`src/design/sgr_pkg.sv`:
```
// Types and constants shared by the Sobel gradient block.
// No dependencies.
package sgr_pkg;

  localparam int MAX_WIDTH  = 1024;
  localparam int COL_W      = $clog2(MAX_WIDTH);
  localparam int WIDTH_W    = 11;
  localparam int ROW_W      = 16;
  localparam int CFG_W      = 16;
  localparam int PIX_W      = 8;
  localparam int GRAD_W     = 11;
  localparam int OUT_DATA_W = 56;
  localparam int LINE_W     = 2 * PIX_W;

  localparam int QDEPTH = 4;
  localparam int QPTR_W = $clog2(QDEPTH);
  localparam int QCNT_W = $clog2(QDEPTH + 1);

  localparam logic [WIDTH_W-1:0] WIDTH_RESET  = WIDTH_W'(640);
  localparam logic [ROW_W-1:0]   HEIGHT_RESET = ROW_W'(480);

  typedef enum logic [0:0] {
    REG_IMAGE_WIDTH  = 1'b0,
    REG_IMAGE_HEIGHT = 1'b1
  } cfg_reg_t;

  typedef logic [PIX_W-1:0] pixel_t;

  // Window indexed [row][col]; row 2 is the newest row, col 2 the newest column.
  typedef logic [2:0][2:0][PIX_W-1:0] win_t;

  // One input pixel's worth of work for the back end. Mask bits, in output
  // order: row above/col left, row above/this col, this row/col left,
  // this row/this col.
  typedef struct packed {
    win_t             win;
    logic [COL_W-1:0] col;
    logic [ROW_W-1:0] row;
    logic [3:0]       mask;
  } job_t;

endpackage

```
`src/design/sgr_back.sv`:
```
// Back end: expands each job into its results, computes the Sobel gradients
// and holds the output register. Uses sgr_pkg.
module sgr_back
  import sgr_pkg::*;
(
  input  logic                  clk,
  input  logic                  rst_n,
  input  logic                  head_valid,
  input  job_t                  head_job,
  output logic                  pop,
  output logic                  out_tvalid,
  input  logic                  out_tready,
  output logic [OUT_DATA_W-1:0] out_tdata,
  output logic                  out_tlast,
  output logic                  out_tuser
);

  logic [3:0] done_r, remain, sel;
  logic       load, last_sel, row_sel, col_sel;
  logic [1:0] top, mid, bot, lft, ctr, rgt;
  logic signed [GRAD_W:0] ul, uc, ur, ml, mr, dl, dc, dr, gx, gy;
  logic [COL_W-1:0] x;
  logic [ROW_W-1:0] y;

  logic                  valid_r;
  logic [OUT_DATA_W-1:0] data_r;
  logic                  last_r, frame_end_r;

  assign remain = head_job.mask & ~done_r;

  always_comb begin
    sel = '0;
    priority if (remain[0]) sel[0] = 1'b1;
    else if (remain[1])     sel[1] = 1'b1;
    else if (remain[2])     sel[2] = 1'b1;
    else                    sel[3] = 1'b1;
  end

  assign last_sel = (remain & ~sel) == '0;
  assign row_sel  = sel[2] | sel[3];
  assign col_sel  = sel[1] | sel[3];

  // Missing neighbors at the borders replicate the center row or column.
  always_comb begin
    if (row_sel) begin
      mid = 2'd2;
      bot = 2'd2;
      top = (head_job.row == '0) ? 2'd2 : 2'd1;
      y   = head_job.row;
    end else begin
      mid = 2'd1;
      bot = 2'd2;
      top = (head_job.row == ROW_W'(1)) ? 2'd1 : 2'd0;
      y   = head_job.row - ROW_W'(1);
    end
    if (col_sel) begin
      ctr = 2'd2;
      rgt = 2'd2;
      lft = (head_job.col == '0) ? 2'd2 : 2'd1;
      x   = head_job.col;
    end else begin
      ctr = 2'd1;
      rgt = 2'd2;
      lft = (head_job.col == COL_W'(1)) ? 2'd1 : 2'd0;
      x   = head_job.col - COL_W'(1);
    end
  end

  assign ul = $signed({4'b0, head_job.win[top][lft]});
  assign uc = $signed({4'b0, head_job.win[top][ctr]});
  assign ur = $signed({4'b0, head_job.win[top][rgt]});
  assign ml = $signed({4'b0, head_job.win[mid][lft]});
  assign mr = $signed({4'b0, head_job.win[mid][rgt]});
  assign dl = $signed({4'b0, head_job.win[bot][lft]});
  assign dc = $signed({4'b0, head_job.win[bot][ctr]});
  assign dr = $signed({4'b0, head_job.win[bot][rgt]});

  assign gx = ((mr - ml) <<< 1) + (ur - ul) + (dr - dl);
  assign gy = ((dc - uc) <<< 1) + (dl - ul) + (dr - ur);

  assign load = head_valid && (!valid_r || out_tready);
  assign pop  = load && last_sel;

  always_ff @(posedge clk) begin
    if (!rst_n) begin
      valid_r <= 1'b0;
      done_r  <= '0;
    end else begin
      if (load) begin
        valid_r <= 1'b1;
        done_r  <= last_sel ? '0 : (done_r | sel);
      end else if (out_tready) begin
        valid_r <= 1'b0;
      end
    end
  end

  always_ff @(posedge clk) begin
    if (load) begin
      data_r      <= {y, x, gy[GRAD_W-1:0], gx[GRAD_W-1:0], head_job.win[mid][ctr]};
      last_r      <= last_sel;
      frame_end_r <= row_sel & col_sel;
    end
  end

  assign out_tvalid = valid_r;
  assign out_tdata  = data_r;
  assign out_tlast  = frame_end_r;
  assign out_tuser  = last_r;

endmodule

```
`config.mk`:
```
export PLATFORM = sky130hd
export DESIGN_NAME = sgr_back
export DESIGN_NICKNAME = d
export VERILOG_FILES = /design/src/design/sgr_pkg.sv /design/src/design/sgr_back.sv
export SDC_FILE = /design/constraint.sdc
export NUM_CORES = 1
export LEC_CHECK = 0
export BUFFER_PORTS_ARGS = -buffer_cell sky130_fd_sc_hd__buf_2
export CAP_MARGIN = 0
export CORE_MARGIN = 2
export CORE_UTILIZATION = 50
export DETAILED_ROUTE_END_ITERATION = 8
export PLACE_DENSITY = 0.79
export SYNTH_ARGS = -nofsm -noshare
export SYNTH_HDL_FRONTEND = slang
export SYNTH_SLANG_ARGS = --single-unit
export TNS_END_PERCENT = 100
```
`constraint.sdc`:
```
create_clock -name clk -period 5.3 [get_ports clk]
set_input_delay 0.53 -clock clk [delete_from_list [all_inputs] [get_ports clk]]
set_output_delay 0.53 -clock clk [all_outputs]
set_load 0.02 [all_outputs]
```
==> results.toml, run 1 <==
[clocking]
cts_hold_buf = 0
htreeDepth = 3
cts_buffers = 9
clk_latency_ps = 360
clockBufferDepth = 2
clock_sink_count = 63
cts_root_buf = "clkbuf_16"
cts_tree = "yes"
clk_pin_slew_ps = 60

[layout]
final_common_cell = "buf_2"
syn_to_final_growth_pct = 29.4
layout.nets = 1304
layout.cells.non_filler = 1290
final_cell_mix = "buf_2 (165), buf_4 (100), inv_1 (94), nand2_1 (90), ha_1 (69)"
drive_gt1_frac = 0.304
antenna_cells = 0
fillers = 1184

[sta]
finalSetupTns_ps = 0
fmax_ghz = 0.197
finalSetupViolCount = 0
finClkSkew_ps = 14.7
tightest_slew_ps = 795
slew_viol_final = 0
fin_crit_sh = 0.958
max_slew_margin = 0.470
holdWs_ps = 402
fin_crit_ps = 5080
final-hold-violation-count = 0

[route]
routed_wl_um = 22200
drt_pass1_iterations = 5
vias = 7220
drt_iter0_markers = 712
drcViolationCount = 0
routedWlPerCell_um = 17.2
via_per_inst = 5.60
final_antenna_net_count = 0

[floorplanning]
die_area_um2 = 15800
start_util = 0.511
rows = 44
core-area_um2 = 14500
io_pins = 166
fp.dieW_um = 126
die_y_um = 126

[synth]
synth_area_um2 = 7400
syn_avg_cell_area_um2 = 8.75
synth_edf_count = 58
synth_top_area_share = 0.235
synth-async-reset-ratio = 0
synth.area.top_cells = "edfxtp_1 (24%), ha_1 (12%), fa_1 (6.8%)"
synth_nets = 1049
ys_ff_latch = 63
yosys_warnings = 0
seq_area_frac_synth = 0.249
synth.largest_area_cell = "edfxtp_1"
syn_inst = 846
synth_flop_cell = "edfxtp_1"
synth_cell_types = 81

[grt]
grt_max_degree = 64
grt_pass1_wl_um = 34900
antenna_found_initial = 0
gr-total-overflow = 0
grt_use_total = 0.277
grt_pass1_vias = 6921

[setup_path]
end_kind = "flop"
regToRegSetupSlack_ps = 260
path_class = "in2reg"
critPathRequiredTime_ps = 5400
cp_data_arrival_time_ps = 5170
cp_max_fo = 5
r2r_cells = 25
r2r-end = "out_tdata[18]$_DFFE_PP_"
startpoint_type = "input pin"
timing.rr.start = "done_r[0]$_SDFFE_PN0P_"

[hold_path]
hold_depth = 2
worstHoldPathType = "in2reg"
min_from = "rst_n"
hold_end = "out_tvalid$_SDFFE_PN0P_"

[pwr]
p_leak_nw = 4.76
vdd_drop_max_uv = 673
p_per_area_nw_per_um2 = 495

[placed_design]
numPortBuffers = 165
place_inst = 1266
place_hpwl_um = 17800
gp_congestion = 0.960

[run_status]
status = "complete, no violations"

[job]
drv_cap = 0
## power by group
group / switching (mW) / internal [mW]
registers: 0.0218 / 0.819
logic: 1.65 / 1.62
clock network: 0.258 / 0.371
total: 1.93 / 2.81
## area by class of cell
| class | count | area [um2] | area share |
|---|---|---|---|
| Inverter | 100 | 375 | 0.0392 |
| Timing Repair Buffer | 268 | 1630 | 0.170 |
| Clock buffer | 9 | 225 | 0.0235 |
| Tap cell | 184 | 230 | 0.0240 |
| Multi-Input combinational cell | 659 | 5200 | 0.543 |
| Clock inverter | 7 | 78.8 | 0.00823 |
| Sequential cell | 63 | 1840 | 0.192 |
## synth_stat cells, types with 6 or more instances
| cell type | n |
|---|---|
| clkbuf_1 | 17 |
| inv_1 | 99 |
| ha_1 | 72 |
| nand3_1 | 20 |
| xor2_1 | 32 |
| and2_1 | 6 |
| and3_1 | 11 |
| nor3_1 | 15 |
| a31oi_1 | 8 |
| nand2_1 | 90 |
| nand2b_1 | 14 |
| edfxtp_1 | 58 |
| nor4_1 | 8 |
| mux2i_1 | 41 |
| nor2_1 | 53 |
| o21ai_0 | 32 |
| xnor2_1 | 44 |
| a21oi_1 | 57 |
| nor2b_1 | 12 |
| o21bai_1 | 11 |
| a21o_1 | 17 |
| fa_1 | 25 |
| o211ai_1 | 6 |
## kinds of logic after synthesis
family / after synthesis / share of synthesized area
simple gates: 258 / 0.179
compound gates: 186 / 0.172
buf+inv: 124 / 0.0642
fa+ha+maj: 97 / 0.189
xor+xnor: 76 / 0.0899
flops: 63 / 0.249
mux: 42 / 0.0570
## registers in the layout (all words and copies together) (netlist names)
register,flops
out_tdata,56
out_tlast,1
done_r,4
out_tvalid,1
out_tuser,1
## worst max path at each step
| stage | from | end | slack, ps | cells past startpoint |
|---|---|---|---|---|
| 2_1_floorplan | head_job[5] | out_tdata[18]$_DFFE_PP_ | -5 | 29 |
| 3_3_place_gp | head_job[6] | out_tdata[18]$_DFFE_PP_ | -50 | 27 |
| 3_5_place_dp | head_job[6] | out_tdata[18]$_DFFE_PP_ | -170 | 28 |
| 4_1_cts | head_job[5] | out_tdata[18]$_DFFE_PP_ | 170 | 26 |
| 5_1_grt | head_job[4] | out_tdata[17]$_DFFE_PP_ | -70 | 29 |
| 6_report | head_job[9] | out_tdata[18]$_DFFE_PP_ | 220 | 26 |
## what timing repair did
| item | CTS | global route |
|---|---|---|
| buffers inserted | 0 | 8 |
| gates resized for setup | 0 | 24 |
| setup endpoints to repair | 0 | 7 |
## worst max-delay path: stages
cell	delay (ps)
buf_2	120
nor4_4	350
and4_4	300
nor2_4	60
buf_6	140
mux2i_1	110
nor2_1	80
a21oi_1	70
a221oi_2	300
ha_2	240
inv_2	50
fa_2	410
xnor2_1	140
buf_4	140
fa_1	520
inv_1	50
ha_1	290
a21o_1	190
a21oi_2	220
o21bai_4	90
a21oi_2	150
o21bai_1	100
a21oi_2	170
o21bai_1	90
a21oi_1	160
xnor2_1	90
## metal layers
metal | GRT usage | vias to the layer above | part of all wire
li1 | - | 3487 | -
met4 | 0.0725 | 0 | 0.018
met5 | 0 | - | 0
met1 | 0.375 | 3444 | 0.44
met2 | 0.461 | 255 | 0.48
met3 | 0.0497 | 34 | 0.062
## per-stage QoR
stage           util  setup WS (ps)  area, um2  total power [mW]
2_1_floorplan      -          -4.62       7430              2.90
3_3_place_gp   0.630          -45.3       9120              3.85
3_5_place_dp   0.630           -173       9120              3.94
4_1_cts        0.651            167       9430              4.61
5_1_grt        0.662          -69.8       9580              5.16
6_report       0.662            225       9580              4.75
Power figures use the tool's default switching activity.
==> run 2: changes to the inputs <==
==> constraint.sdc (replaced) <==
create_clock -name clk -period 5.3 [get_ports clk]
set_input_delay 0.265 -clock clk [delete_from_list [all_inputs] [get_ports clk]]
set_output_delay 0.265 -clock clk [all_outputs]
set_load 0.02 [all_outputs]
==> results.toml, run 2 (synthesis results as in run 1) <==
[run_status]
status = "complete, no violations"

[setup_path]
critPathRequiredTime_ps = 5400
startpoint_type = "flop"
slowest_stage = "fa_1"
regToRegSetupSlack_ps = 280
cp_max_fo = 21
cpPeakStageDelay_ps = 550
cp_data_arrival_time_ps = 5120
path_class = "reg2reg"
end_kind = "flop"
crit_top_cell = "inv_1"

[pwr]
p_per_area_nw_per_um2 = 473
p_leak_nw = 4.52
vdd_drop_max_uv = 413

[clocking]
clk_latency_ps = 350
clk_pin_slew_ps = 60
clockBufferDepth = 2
cts_root_buf = "clkbuf_16"
cts_hold_buf = 0
clock_sink_count = 63
htreeDepth = 3
cts_buffers = 9
cts_tree = "yes"

[floorplanning]
start_util = 0.511
fp.dieW_um = 126
die_y_um = 126
io_pins = 166
rows = 44
core-area_um2 = 14500
die_area_um2 = 15800

[layout]
post-route-util = 0.634
fillers = 1265
final_area_um2 = 9170
final_common_cell = "buf_2"
syn_to_final_growth_pct = 23.9
layout.cells.non_filler = 1239
layout.nets = 1252
drive_gt1_frac = 0.259
largest_reg_flops = 56
final_cell_mix = "buf_2 (165), inv_1 (99), nand2_1 (88), ha_1 (72), edfxtp_1 (58)"

[sta]
final-hold-violation-count = 0
finClkSkew_ps = 6.27
finalSetupViolCount = 0
tightest_slew_ps = 808
fmax_ghz = 0.199
fin_crit_ps = 5020
fin_crit_sh = 0.948
slew_viol_final = 0
max_slew_margin = 0.461

[grt]
grt_max_degree = 64
grt_pass1_wl_um = 34500
grt_use_total = 0.277
grt_pass1_vias = 6682
gr-total-overflow = 0
antenna_found_initial = 0

[hold_path]
worstHoldPathType = "in2reg"

[route]
routed_wl_um = 22000
final_antenna_net_count = 0
drt_pass1_iterations = 5
vias = 6984
routedWlPerCell_um = 17.8
drcViolationCount = 0
drt_iter0_markers = 565
via_per_inst = 5.64

[job]
drv_cap = 0

[placed_design]
place_inst = 1221
placed_area_um2 = 8770
gp_congestion = 0.978
place_hpwl_um = 17500
numPortBuffers = 165
==> run 2: changes by cell type in the layout (fill, tap and decap cells not counted), sizes merged <==
cell and change:
buf -52, inv -3, bufinv +2, clkinv +1
diode +1
==> run 2: metrics by stage <==
step | total power, mW | hold slack, ps | setup TNS [ps] | setup WS, ps
after CTS | 4.35 | 135 | 0 | 109
after floorplan | 2.87 | 383 | 0 | 15.7
final | 4.33 | 141 | 0 | 276
after global routing | 4.72 | 161 | -132 | -53.8
after detailed placement | 3.61 | 470 | -390 | -151
after global placement | 3.52 | 452 | 0 | 7.01
==> run 2: power by group <==
group          internal [mW]  total [mW]  switching (mW)
Combinational           1.27        2.80            1.52
Sequential             0.819       0.840          0.0214
Clock                  0.460       0.699           0.239
==> run 2: repair_timing <==
item,CTS,global route
setup buffers,0,1
gates resized for setup,0,14
endpoints found under the setup margin,0,6
==> run 2: per-layer routing <==
| metal | vias up | global-route usage | routed length [um] |
|---|---|---|---|
| li1 | 3385 | - | - |
| met3 | 47 | 0.0416 | 1600 |
| met5 | - | 0 | 0 |
| met4 | 0 | 0.106 | 668 |
| met2 | 281 | 0.435 | 9980 |
| met1 | 3271 | 0.389 | 9780 |
==> run 2: critical path, delay by kind of cell (launching register included) <==
family	cells	cell delay (ps)
simple gates	5	650
compound gates	9	1300
flops	1	310
buf+inv	7	790
fa+ha+maj	4	1480
xor+xnor	2	200
==> run 2: worst paths after layout <==
kind                        endpoint  cells after the start                   start
max          out_tdata[18]$_DFFE_PP_                     27  done_r[1]$_SDFFE_PN0P_
min          out_tvalid$_SDFFE_PN0P_                      2              head_valid
max reg2reg  out_tdata[18]$_DFFE_PP_                     27  done_r[1]$_SDFFE_PN0P_
min reg2reg   done_r[0]$_SDFFE_PN0P_                      2  done_r[0]$_SDFFE_PN0P_
==> run 2: layout make-up <==
class                   count  area, um2  share of cell area
diodes                      1       2.50            0.000273
clock buffers               9        225              0.0246
clock inverters             7        119              0.0130
inverters                 100        375              0.0409
multi-input cells         659       5140               0.561
flip-flops and latches     63       1840               0.201
well taps                 184        230              0.0251
repair buffers            216       1230               0.134
==> run 3: changes to the inputs <==
RECOVER_POWER = 100   (was default)
==> results.toml, run 3 (synthesis results as in run 1) <==
[run_status]
status = "finished with violations"
violations = "max-capacitance violations, max-slew violations"

[layout]
multiInputGateArea_um2 = 5140
syn_to_final_growth_pct = 22.7
regArea_um2 = 1840
post-route-util = 0.627
final_common_cell = "buf_2"
final_area_um2 = 9080
antenna_cells = 0
fillers = 1304
final_cell_mix = "buf_2 (105), inv_1 (99), nand2_1 (88), ha_1 (72), clkbuf_1 (63)"
drive_gt1_frac = 0.198
largest_reg_flops = 56
layout.nets = 1252
layout.cells.non_filler = 1238

[placed_design]
numPortBuffers = 165
place_hpwl_um = 17500
placed_area_um2 = 8770
dp_slack_ps = -151
place_inst = 1221
gp_congestion = 0.978

[sta]
final-hold-violation-count = 0
finalSetupViolCount = 0
fin_ws_ps = 280
fmax_ghz = 0.199
max_slew_margin = -1.25
slew_viol_final = 64
fin_crit_sh = 0.947
holdWs_ps = 142
finalSetupTns_ps = 0
fin_crit_ps = 5020
tightest_slew_ps = 3380
finClkSkew_ps = 6.65

[route]
via_per_inst = 5.70
drt_pass1_iterations = 5
routedWlPerCell_um = 17.8
final_antenna_net_count = 0
drcViolationCount = 0
drt_iter0_markers = 569
routed_wl_um = 22100
vias = 7052

[floorplanning]
start_util = 0.511
die_area_um2 = 15800
core-area_um2 = 14500
die_y_um = 126
rows = 44
fp.dieW_um = 126
io_pins = 166

[clocking]
htreeDepth = 3
clk_latency_ps = 350
cts_tree = "yes"
clock_sink_count = 63
clk_pin_slew_ps = 60
clockBufferDepth = 2
cts_buffers = 9
cts_hold_buf = 0
cts_root_buf = "clkbuf_16"

[grt]
grt_pass1_wl_um = 34500
grt_max_degree = 64
grt_pass1_vias = 6682
gr-total-overflow = 0
grt_use_total = 0.277
antenna_found_initial = 0

[setup_path]
cp_max_fo = 21
path_buf_inv = 7
startpoint_type = "flop"
crit_family = "adder cells"
path_class = "reg2reg"
cpPeakStageDelay_ps = 550
critPathRequiredTime_ps = 5400
crit_top_cell = "inv_1"
cp_data_arrival_time_ps = 5120
slowest_stage = "fa_1"
end_kind = "flop"

[pwr]
p_leak_nw = 4.34
fin_total_pwr_mw = 4.31
vdd_drop_max_uv = 410
p_per_area_nw_per_um2 = 474

[job]
drv_cap = 1

[hold_path]
worstHoldPathType = "in2reg"
-- run 3: area by class of cell --
| class | instances | area share |
|---|---|---|
| inverters | 100 | 0.0413 |
| clock buffers | 9 | 0.0248 |
| clock inverters | 7 | 0.0131 |
| multi-input cells | 659 | 0.566 |
| repair buffers | 216 | 0.126 |
| well taps | 184 | 0.0254 |
| flip-flops and latches | 63 | 0.203 |
-- run 3: per-layer routing --
layer | GRT usage | routed length [um]
met1 | 0.389 | 9750
met2 | 0.435 | 9990
met3 | 0.0416 | 1650
met4 | 0.106 | 666
met5 | 0 | 0
-- run 3: what timing repair did --
item,4_1_cts,5_1_grt
endpoints found under the hold margin,0,0
setup endpoints to repair,0,6
resized for setup,0,14
buffers inserted,0,1
-- run 3: final timing paths --
path,start,slack [ps],to,cells past startpoint
hold / removal,head_valid,140,out_tvalid$_SDFFE_PN0P_,2
hold reg to reg,done_r[3]$_SDFFE_PN0P_,480,done_r[3]$_SDFFE_PN0P_,2
setup / recovery,done_r[1]$_SDFFE_PN0P_,280,out_tdata[18]$_DFFE_PP_,27
setup reg to reg,done_r[1]$_SDFFE_PN0P_,280,out_tdata[18]$_DFFE_PP_,27
-- run 3: worst reg2reg max path: stages, from the launching register on --
cell and delay (ps):
dfxtp_1 310, nand2b_1 150, buf_4 150, nand3_1 100, nor2_1 50, buf_4 170
buf_4 210, nor2_1 120, a21oi_1 70, a221oi_2 280, ha_1 200, inv_1 70
fa_1 410, inv_1 80, a41oi_1 40, o2bb2ai_1 200, a41oi_1 180, nor2_1 210
xor2_2 130, fa_1 550, inv_1 50, ha_1 320, inv_1 80, o21bai_1 70
a21oi_1 200, o21bai_1 90, a21oi_1 180, xnor2_1 80
-- run 3: report_power, final --
part	internal, mW	total, mW	switching, mW	leakage, nW
clock	0.460	0.698	0.239	0.164
sequential	0.821	0.846	0.0246	0.602
combinational	1.24	2.76	1.52	3.57
