[config.mk]
export PLATFORM = sky130hd
export DESIGN_NAME = sgr_queue
export DESIGN_NICKNAME = d
export VERILOG_FILES = /design/src/design/sgr_pkg.sv /design/src/design/sgr_queue.sv
export SDC_FILE = /design/constraint.sdc
export NUM_CORES = 1
export LEC_CHECK = 0
export BUFFER_PORTS_ARGS = -buffer_cell sky130_fd_sc_hd__buf_2
export CAP_MARGIN = 20
export CORE_AREA = 2 2 228 230
export DETAILED_ROUTE_END_ITERATION = 6
export DIE_AREA = 0 0 230 232
export GPL_TIMING_DRIVEN = 0
export HOLD_SLACK_MARGIN = 0.12
export PLACE_DENSITY = 0.51
export SETUP_SLACK_MARGIN = 0.02
export SLEW_MARGIN = 20
export SYNTH_ARGS = -nofsm -noshare
export SYNTH_HDL_FRONTEND = slang
export SYNTH_SLANG_ARGS = --single-unit
[constraint.sdc]
create_clock -name clk -period 6.1 [get_ports clk]
set_input_delay 0.61 -clock clk [delete_from_list [all_inputs] [get_ports clk]]
set_output_delay 0.61 -clock clk [all_outputs]
set_load 0.01 [all_outputs]
[src/design/sgr_pkg.sv]
// Types and constants shared by the Sobel gradient block.
// No dependencies.
package sgr_pkg;

  localparam int MAX_WIDTH  = 1024;
  localparam int COL_W      = $clog2(MAX_WIDTH);
  localparam int WIDTH_W    = 11;
  localparam int ROW_W      = 16;
  localparam int CFG_W      = 16;
  localparam int PIX_W      = 8;
  localparam int GRAD_W     = 11;
  localparam int OUT_DATA_W = 56;
  localparam int LINE_W     = 2 * PIX_W;

  localparam int QDEPTH = 4;
  localparam int QPTR_W = $clog2(QDEPTH);
  localparam int QCNT_W = $clog2(QDEPTH + 1);

  localparam logic [WIDTH_W-1:0] WIDTH_RESET  = WIDTH_W'(640);
  localparam logic [ROW_W-1:0]   HEIGHT_RESET = ROW_W'(480);

  typedef enum logic [0:0] {
    REG_IMAGE_WIDTH  = 1'b0,
    REG_IMAGE_HEIGHT = 1'b1
  } cfg_reg_t;

  typedef logic [PIX_W-1:0] pixel_t;

  // Window indexed [row][col]; row 2 is the newest row, col 2 the newest column.
  typedef logic [2:0][2:0][PIX_W-1:0] win_t;

  // One input pixel's worth of work for the back end. Mask bits, in output
  // order: row above/col left, row above/this col, this row/col left,
  // this row/this col.
  typedef struct packed {
    win_t             win;
    logic [COL_W-1:0] col;
    logic [ROW_W-1:0] row;
    logic [3:0]       mask;
  } job_t;

endpackage

[src/design/sgr_queue.sv]
// Short job queue between the front end and the back end.
// Uses sgr_pkg for the job type and depth.
module sgr_queue
  import sgr_pkg::*;
(
  input  logic              clk,
  input  logic              rst_n,
  input  logic              push,
  input  job_t              push_job,
  input  logic              pop,
  output logic              head_valid,
  output job_t              head_job,
  output logic [QCNT_W-1:0] count
);

  job_t              entry_r [QDEPTH];
  logic [QPTR_W-1:0] wr_ptr_r, rd_ptr_r;
  logic [QCNT_W-1:0] count_r;
  logic              do_pop;

  assign do_pop = pop && (count_r != '0);

  always_ff @(posedge clk) begin
    if (!rst_n) begin
      wr_ptr_r <= '0;
      rd_ptr_r <= '0;
      count_r  <= '0;
    end else begin
      if (push) begin
        wr_ptr_r <= wr_ptr_r + QPTR_W'(1);
      end
      if (do_pop) begin
        rd_ptr_r <= rd_ptr_r + QPTR_W'(1);
      end
      count_r <= count_r + QCNT_W'(push) - QCNT_W'(do_pop);
    end
  end

  always_ff @(posedge clk) begin
    if (push) begin
      entry_r[wr_ptr_r] <= push_job;
    end
  end

  assign head_valid = (count_r != '0);
  assign head_job   = entry_r[rd_ptr_r];
  assign count      = count_r;

endmodule

==> results of run 1 <==
worst max-delay path by stage:
stage	slack (ps)	startpoint	endpoint
floorplan	2660	push	entry_r[0][0]$_DFFE_PP_
CTS	2530	flop	head_job[100]
finish	2760	flop	head_job[100]
detailed placement	3160	flop	head_job[100]
global route	2500	flop	head_job[100]
global placement	30	push	entry_r[0][57]$_DFFE_PP_
registers in the layout (all words and copies together) (netlist names), named ones only:
name	flops
count	3
rd_ptr_r	2
wr_ptr_r	2
entry_r	408
cell usage in the layout (no fill, tap or decap), types with 2 or more instances in the layout:
| cell type | Yosys | layout |
|---|---|---|
| dfxtp_1 | 9 | 9 |
| nand2_1 | 2 | 2 |
| buf_16 | 0 | 6 |
| mux4_2 | 102 | 102 |
| clkinv_2 | 0 | 7 |
| buf_2 | 10 | 221 |
| buf_12 | 0 | 4 |
| and2_1 | 8 | 4 |
| clkbuf_1 | 3 | 10 |
| edfxtp_1 | 408 | 408 |
| bufinv_16 | 0 | 8 |
| inv_1 | 6 | 6 |
| buf_6 | 9 | 9 |
| clkinv_1 | 0 | 13 |
| mux2i_1 | 4 | 4 |
| ha_1 | 6 | 6 |
| nand2b_1 | 2 | 2 |
| and2_4 | 0 | 4 |
| clkbuf_16 | 0 | 47 |
layer usage:
layer | up-vias | track usage | wire (um)
met5 | - | 0 | 34
met4 | 4 | 0.04153 | 909
met3 | 59 | 0.04040 | 2140
met2 | 163 | 0.1927 | 15410
met1 | 3635 | 0.1535 | 13450
li1 | 3038 | - | -
power groups by stage:
stage / Sequential, uW / Combinational, uW / Clock, uW
4_1_cts: 3340 / 1360 / 2930
3_5_place_dp: 3400 / 1360 / 0
2_1_floorplan: 3410 / 822 / 0
6_report: 3340 / 1300 / 2830
3_3_place_gp: 3420 / 1330 / 0
5_1_grt: 3350 / 1430 / 3020
area by class of cell:
type	instances	share of cell area
sequential	417	0.6582
multi-input combinational	131	0.1363
timing repair buffer	221	0.06890
clock buffer	54	0.06366
tap	680	0.04505
clock inverter	30	0.01809
buffer	22	0.008612
inverter	6	0.001192
through the flow:
step / hold slack [ps] / power (uW)
finish: 264.0 / 7470
global route: 231.3 / 7801
CTS: 213.4 / 7631
detailed placement: 480.0 / 4760
global placement: 462.9 / 4751
floorplan: 448.9 / 4228
kinds of logic after synthesis:
| logic type | Yosys count | synth area share |
|---|---|---|
| xor+xnor | 2 | 0.002060 |
| mux | 106 | 0.1540 |
| flops | 417 | 0.8189 |
| compound gates | 2 | 0.001154 |
| simple gates | 14 | 0.005440 |
| fa+ha+maj | 7 | 0.006264 |
| buf+inv | 28 | 0.01220 |
==> run metrics, run 1 <==
mean area per synthesized cell=26.36 um2; minimum clock period=3343 ps; post-synthesis sequential area ratio=0.8189; vias in the first global route=7,509; clk slew on worst S/H paths=60 ps; slowest cell delay on critical path=730 ps; H-tree depth=2; chip height=232 um; multi-input logic area=2574 um2; endpoint class of the critical path=output pin; hold depth=1; post-synth top area share=0.8071; CP Class=flop to output pin; hold wc startpoint=push_job[17]; Die Footprint=53,360 um2; Area Overhead vs Synth=24.41%; Placed Cells=1,477; Bufs and invs on worst path=3; post-synth top area cell=edfxtp_1; share of cells above drive strength 1=0.4654; Fillers=4,720; Final Setup Violations=0; HPWL after detailed placement=19,810 um; yosys synthesis warning count=0; CP Data Required Time=5490 ps; DRT iter0 DRCs=413; worst skew pair latency=560 ps; total global routing overflow=0; max-slew violations=0; Post-Syn Nets=689; Num CTS Buffers=45; FF-to-FF End=count[2]$_SDFF_PN0_; VDD IR-drop max=382.5 uV; initial antenna violation count=2; asr flop ratio synth=0; cell internal pwr=5678 uW; global-route wire length before repair=47,680 um; Post-Place Cell Area=17,340 um2; Cell Area, Synth=15,180 um2; CTS tree=done; Post-synth EDFFs=408; Slew @ Worst Pin=967.6 ps; Post-CTS Setup Bufs=0; post-CTS resize count=0; crit share post-route=0.5481; PwrDens=395.5 nW/um2; r2r worst-path depth=7; switching fraction of total power=0.2399; Place WS=3160 ps; top-count cell post-synth=edfxtp_1; clk buf depth=3; worst path arrival time=2730 ps; max-cap viol count=0; Die W=230 um; I/O pins=212; clock skew=15.61 ps; logic gate share of total power=0.174; Layout Utilization=0.3712; post-route DRC violation count=0; synth cell count leaders=408 x edfxtp_1, 102 x mux4_2, 10 x buf_2, 9 x buf_6, 9 x dfxtp_1; # clock sinks=417; root buf cell=clkbuf_16; Worst Hold Class=input pin to flop; startpoint class of the critical path=flop; GRT Total Usage=0.1204; Synth Flop Type=edfxtp_1; # hold bufs at CTS=0; power share of the clock group=0.378; Final Hold Fails=0; diode count=0; register area=12,430 um2; static leakage=0.006324 uW; Port Buffer Count=211; via count=6,899; Site Rows=83; Seq pwr share=0.447; CP top delay family=buffers and inverters; status=completed; Max Clk Rate=0.2991 GHz; setup ws final=2757 ps; synthesis-stage register bit count=417; RD Place Congestion=0.6622; Detail Route Antenna Nets=0; vias per cell=4.420; final WL=31,940 um; Slowest cell on crit path=clkbuf_1; Core ar.=50,890 um2; Net count, final=957; Non-Filler Instances=1,561; top cells by area, synth=edfxtp_1 81%, mux4_2 15%, dfxtp_1 1.2%; Slew HR=0.3549; distinct cell type count after synthesis=19; cell repeated most along the worst path=buf_2; Hold Path End=entry_r[0][17]$_DFFE_PP_; setup TNS=0 ps; WL/cell=20.46 um; DRT Pass-1 Iters=4; Initial Utilization=0.2983; critical path cell sequence=clkbuf_1 -> buf_2 -> mux4_2 -> buf_2; Sw Pwr=1792 uW; CP Max Fanout=10; stages on the worst setup path=4; Cells after Synth=576; R2R Setup Slk=4020 ps; RSZ-0062 raised after global routing=false; final instance area=18,890 um2; Worst R2R Start=count[1]$_SDFF_PN0_; pin count of the biggest net entering global routing=43
(Power assumes the default switching activity.)
==> inputs of run 2 (changes only) <==
==> constraint.sdc (replaced) <==
create_clock -name clk -period 3.4 [get_ports clk]
set_input_delay 0.34 -clock clk [delete_from_list [all_inputs] [get_ports clk]]
set_output_delay 0.34 -clock clk [all_outputs]
set_load 0.01 [all_outputs]
==> run 2 against run 1 <==
Net effect:
- setup slack got worse by 2500 ps
- core utilization increased by 2.0 points
- global-route usage increased by 0.20 points
- die area unchanged
- non-clock buffer count increased by 103
- sequential share of layout area decreased by 3.4 points
- sequential power increased by 79%
- first-iteration DRC count decreased by 7.5%
- final cell count increased by 6.6%
==> run metrics, run 2 (synthesis results as in run 1) <==
status=completed; Area Overhead vs Synth=31.20%; clk slew on worst S/H paths=60 ps (about the same); Initial Utilization=0.2983 (unchanged); minimum clock period=3108 ps; HPWL after detailed placement=19,810 um (unchanged); worst path arrival time=2770 ps (+40 ps); Slew @ Worst Pin=976.2 ps (+8.515 ps); Placed Cells=1,477 (unchanged); clock skew=17.55 ps (+1.938 ps); leading cell types in the layout, fill and taps excluded=408 x edfxtp_1, 221 x buf_2, 103 x dlygate4sd3_1; chip height=232 um (unchanged); GRT Total Usage=0.1224 (+0.001970); Post-CTS Setup Bufs=0 (unchanged); Worst R2R Start=count[1]$_SDFF_PN0_; post-route DRC violation count=0 (unchanged); Die W=230 um (unchanged); largest reg by FF count=entry_r; switching fraction of total power=0.2398 (about the same); final instance area=19,920 um2 (+5.5%); diode count=0 (unchanged); CTS tree=done; max reg flops=408 (unchanged); Net count, final=1,060 (+11%); vias per cell=4.374 (-1.0%); via count=7,278 (+5.5%); RSZ-0062 raised after global routing=false; share of cells above drive strength 1=0.4167 (-0.04871); hold wc startpoint=push; Final Setup Violations=0 (unchanged); Post-Place Cell Area=17,340 um2 (unchanged); global-route wire length before repair=48,910 um (+2.6%); crit share post-route=0.9141; PwrDens=677.8 nW/um2 (+71%); Core ar.=50,890 um2 (unchanged); vias in the first global route=7,993 (+6.4%); Max Clk Rate=0.3218 GHz; H-tree depth=2 (unchanged); # clock sinks=417 (unchanged); Seq pwr share=0.444 (-0.003); Sw Pwr=3237 uW (+81%); power share of the clock group=0.376 (-0.002); RD Place Congestion=0.6622 (unchanged); total global routing overflow=0 (unchanged); Final Hold Fails=0 (unchanged); Site Rows=83 (unchanged); worst skew pair latency=560 ps (about the same); R2R Setup Slk=1320 ps (-2700 ps); Slew HR=0.3492 (-0.005676); DRT Pass-1 Iters=4 (unchanged); Num CTS Buffers=45 (unchanged); pin count of the biggest net entering global routing=43 (unchanged); initial antenna violation count=1 (-1); CP Class=flop to output pin; Port Buffer Count=211 (unchanged); clk buf depth=3 (unchanged); max-cap viol count=0 (unchanged); most common cell after layout, fill and taps aside=edfxtp_1; VDD IR-drop max=689.2 uV (+80%); post-CTS resize count=0 (unchanged); cell internal pwr=10,260 uW (+81%); final WL=32,450 um (+1.6%); CP Data Required Time=3060 ps (-2430 ps); Worst Hold Class=input pin to flop; DRT iter0 DRCs=382 (-7.5%); Die Footprint=53,360 um2 (unchanged); Detail Route Antenna Nets=0 (unchanged); I/O pins=212 (unchanged); endpoint class of the critical path=output pin; WL/cell=19.50 um (-4.7%); static leakage=0.006754 uW (+6.8%); worst hold slack=161.2 ps (-102.8 ps); logic gate share of total power=0.181 (+0.007); Non-Filler Instances=1,664 (+6.6%); # hold bufs at CTS=103 (+103); CP Max Fanout=10 (unchanged); max-slew violations=0 (unchanged); root buf cell=clkbuf_16; startpoint class of the critical path=flop
run 2: cell count changes in the layout (fill, tap and decap cells not counted), sizes merged:
cell         before  now
dlygate4sd3       0  103
run 2: cell type report:
| cell class | count | area, um2 |
|---|---|---|
| Buffer | 22 | 162.7 |
| Fill cell | 4642 | 30970 |
| Clock inverter | 30 | 341.6 |
| Tap cell | 680 | 850.8 |
| Clock buffer | 54 | 1202 |
| Multi-Input combinational cell | 131 | 2574 |
| Timing Repair Buffer | 324 | 2332 |
| Inverter | 6 | 22.52 |
| Sequential cell | 417 | 12430 |
run 2: per-stage QoR:
step / setup slack (ps) / TNS (ps) / utilization / total power [uW]
floorplan: 31.26 / 0 / - / 7585
detailed placement: 730.1 / 0 / 0.3408 / 8540
CTS: 95.18 / 0 / 0.3914 / 13790
global placement: -2454 / -956800 / 0.3358 / 8523
global route: 64.96 / 0 / 0.3914 / 14100
finish: 292.2 / 0 / 0.3914 / 13500
run 2: path summary, 6_finish.rpt:
check,end,cells after the start
worst max-delay path,head_job[100],4
worst min-delay path,wr_ptr_r[1]$_SDFFE_PN0P_,3
worst min register to register,flop,2
worst max register to register,count[2]$_SDFF_PN0_,7
run 2: critical path, stage by stage (launching register included):
cell      delay [ps]
dfxtp_1          360
clkbuf_1         740
buf_2            480
mux4_2           440
buf_2            180
run 2: metal layers:
layer / track usage / vias up / routed length [um]
met5: 0 / - / 11
met2: 0.2001 / 164 / 15850
met1: 0.1555 / 3816 / 13870
met3: 0.03757 / 55 / 1919
met4: 0.03992 / 2 / 794
li1: - / 3241 / -
run 2: power by group through the flow:
stage / clock network (uW) / registers (uW) / logic [uW]
floorplan: 0 / 6110 / 1480
global placement: 0 / 6140 / 2380
detailed placement: 0 / 6100 / 2440
CTS: 5250 / 5990 / 2540
global route: 5420 / 6010 / 2670
finish: 5070 / 5990 / 2440
==> inputs of run 3 (changes only) <==
--- a/config.mk
+++ b/config.mk
@@ -13,6 +13,7 @@
 export GPL_TIMING_DRIVEN = 0
 export HOLD_SLACK_MARGIN = 0.12
 export PLACE_DENSITY = 0.51
+export RECOVER_POWER = 25
 export SETUP_SLACK_MARGIN = 0.02
 export SLEW_MARGIN = 20
 export SYNTH_ARGS = -nofsm -noshare
==> constraint.sdc (replaced) <==
create_clock -name clk -period 3.4 [get_ports clk]
set_input_delay 0.17 -clock clk [delete_from_list [all_inputs] [get_ports clk]]
set_output_delay 0.17 -clock clk [all_outputs]
set_load 0.01 [all_outputs]
==> run 3 against run 2 <==
Net effect:
- critical path depth unchanged
- clock power barely moved
- sequential power about the same
- via count rose by 0.22%
- clock skew decreased by 3.4 ps
- sequential share of layout area grew 0.15 points
- highest routed layer unchanged
- setup slack improved by 190 ps
- final cell count is 0.18% higher
- die area unchanged
- first-iteration DRC count fell by 3.1%
==> run metrics, run 3 (synthesis results as in run 1) <==
logic gate share of total power=0.180 (about the same); worst hold slack=378.5 ps (+217.3 ps); Final Setup Violations=0 (unchanged); CP Class=flop to output pin; critical path cell sequence=clkbuf_1 -> buf_2 -> mux4_2 -> buf_2; Initial Utilization=0.2983 (unchanged); HPWL after detailed placement=19,810 um (unchanged); chip height=232 um (unchanged); CP Max Fanout=10 (unchanged); CP top delay family=buffers and inverters; cell repeated most along the worst path=buf_2; pin count of the biggest net entering global routing=43 (unchanged); Core ar.=50,890 um2 (unchanged); total global routing overflow=0 (unchanged); vias in the first global route=8,000 (+0.088%); uppermost layer routed=met5; Area Overhead vs Synth=30.89%; crit share post-route=0.8590 (-0.05506); hold wc startpoint=push_job[23]; CP Data Required Time=3230 ps (+170 ps); Seq pwr share=0.444 (about the same); Detail Route Antenna Nets=0 (unchanged); share of cells above drive strength 1=0.3526 (-0.06408); status=completed; cell internal pwr=10,260 uW (about the same); Max Clk Rate=0.3424 GHz (+6.4%); max-slew violations=0 (unchanged); clk slew on worst S/H paths=60 ps (about the same); post-route DRC violation count=0 (unchanged); minimum clock period=2921 ps (-187.2 ps); Hold Path End=entry_r[2][23]$_DFFE_PP_; clk buf depth=3 (unchanged); final instance area=19,870 um2 (-0.24%); RD Place Congestion=0.6622 (unchanged); FF-to-FF End=count[2]$_SDFF_PN0_; startpoint class of the critical path=flop; global-route wire length before repair=48,940 um (about the same); max-cap viol count=0 (unchanged); slowest cell delay on critical path=720 ps (-20 ps); DRT iter0 DRCs=370 (-3.1%); Die W=230 um (unchanged); max reg flops=408 (unchanged); Final Hold Fails=0 (unchanged); endpoint class of the critical path=output pin; Sw Pwr=3241 uW (+0.11%); vias per cell=4.376 (about the same); PwrDens=679.2 nW/um2 (+0.21%); multi-input logic area=2574 um2 (unchanged); WL/cell=19.47 um (-0.15%); GRT Total Usage=0.1225 (about the same); metal3 WL=1927 um (+0.42%); post-CTS resize count=0 (unchanged); via count=7,294 (+0.22%); Tot Pwr=13,500 uW (about the same); H-tree depth=2 (unchanged); r2r worst-path depth=7 (unchanged); final WL=32,460 um (about the same); Port Buffer Count=211 (unchanged); DRT Pass-1 Iters=4 (unchanged); Num CTS Buffers=45 (unchanged); Place WS=900.1 ps (+170.0 ps); DR WL met2=15,870 um (+0.10%); worst skew pair latency=560 ps (about the same); setup ws final=479.4 ps (+187.2 ps); worst path arrival time=2750 ps (-20 ps); register area=12,430 um2 (unchanged); CTS tree=done; Slowest cell on crit path=clkbuf_1; root buf cell=clkbuf_16; largest reg by FF count=entry_r; Worst Hold Class=input pin to flop; Post-Place Cell Area=17,340 um2 (unchanged); most common cell after layout, fill and taps aside=edfxtp_1; clock skew=14.10 ps (-3.449 ps); power share of the clock group=0.376 (about the same); Slew @ Worst Pin=953.3 ps (-22.80 ps); R2R Setup Slk=1320 ps (about the same); Post-CTS Setup Bufs=0 (unchanged); Site Rows=83 (unchanged); Die Footprint=53,360 um2 (unchanged); Net count, final=1,063 (+0.28%); VDD IR-drop max=689.8 uV (about the same); Slew HR=0.3644 (+0.01520); # clock sinks=417 (unchanged); initial antenna violation count=1 (unchanged); hold depth=2 (-1); diode count=0 (unchanged); Bufs and invs on worst path=3 (unchanged); leading cell types in the layout, fill and taps excluded=408 x edfxtp_1, 159 x buf_2, 106 x dlygate4sd3_1; Fillers=4,679 (+0.80%); Worst R2R Start=count[1]$_SDFF_PN0_; met1 wire length=13,850 um (-0.17%); I/O pins=212 (unchanged); switching fraction of total power=0.2401 (+0.0003280); static leakage=0.006598 uW (-2.3%); RSZ-0062 raised after global routing=false
run 3: changes by cell type in the layout (fill, tap and decap cells not counted), sizes merged:
cell         before  now
buf             240  178
clkbuf           57  119
dlygate4sd3     103  106
run 3: metrics by stage:
step                      TNS [ps]    util  std cells
after global placement     -956800  0.3358       1467
after detailed placement         0  0.3408       1477
after CTS                        0  0.3920       1667
after global routing             0  0.3905       1667
after floorplan                  0       -        576
final                            0  0.3905       1667
run 3: timing repair:
item	in CTS	in global routing
endpoints found under the hold margin	418	0
endpoints found under the setup margin	0	0
hold buffers	106	0
run 3: layout make-up:
class	instances	area share
Inverter	6	0.001133
Multi-Input combinational cell	131	0.1295
Sequential cell	417	0.6257
Timing Repair Buffer	327	0.1150
Clock inverter	30	0.01719
Clock buffer	54	0.06051
Tap cell	680	0.04282
Buffer	22	0.008186
run 3: per-layer routing:
layer	track usage	vias to the layer above
met1	0.1556	3828
met3	0.03757	53
li1	-	3249
met4	0.03992	2
met5	0	-
met2	0.2004	162
run 3: worst reg2reg max path, cell delays in order (launching register included):
cell and delay [ps]:
dfxtp_1 360, o31a_1 380, ha_1 300, inv_1 40
ha_1 180, fa_1 390, xnor3_1 170, and2_1 150
run 3: power by group through the flow:
| stage | sequential, uW | combinational (uW) | clock, uW |
|---|---|---|---|
| 4_1_cts | 5990 | 2540 | 5250 |
| 5_1_grt | 6010 | 2660 | 5420 |
| 6_report | 5990 | 2430 | 5070 |
| 2_1_floorplan | 6110 | 1480 | 0 |
| 3_3_place_gp | 6140 | 2380 | 0 |
| 3_5_place_dp | 6100 | 2440 | 0 |
run 3: worst max path at each step:
stage                             startpoint                  endpoint  slack [ps]  cells past startpoint
floorplan           wr_ptr_r[0]$_SDFFE_PN0P_   entry_r[0][0]$_DFFE_PP_          30                      3
global placement    wr_ptr_r[0]$_SDFFE_PN0P_  entry_r[0][57]$_DFFE_PP_       -2450                      3
detailed placement                      flop             head_job[100]         900                      4
CTS                                     flop             head_job[100]         270                      4
global route                            flop             head_job[100]         230                      4
finish                                  flop             head_job[100]         480                      4
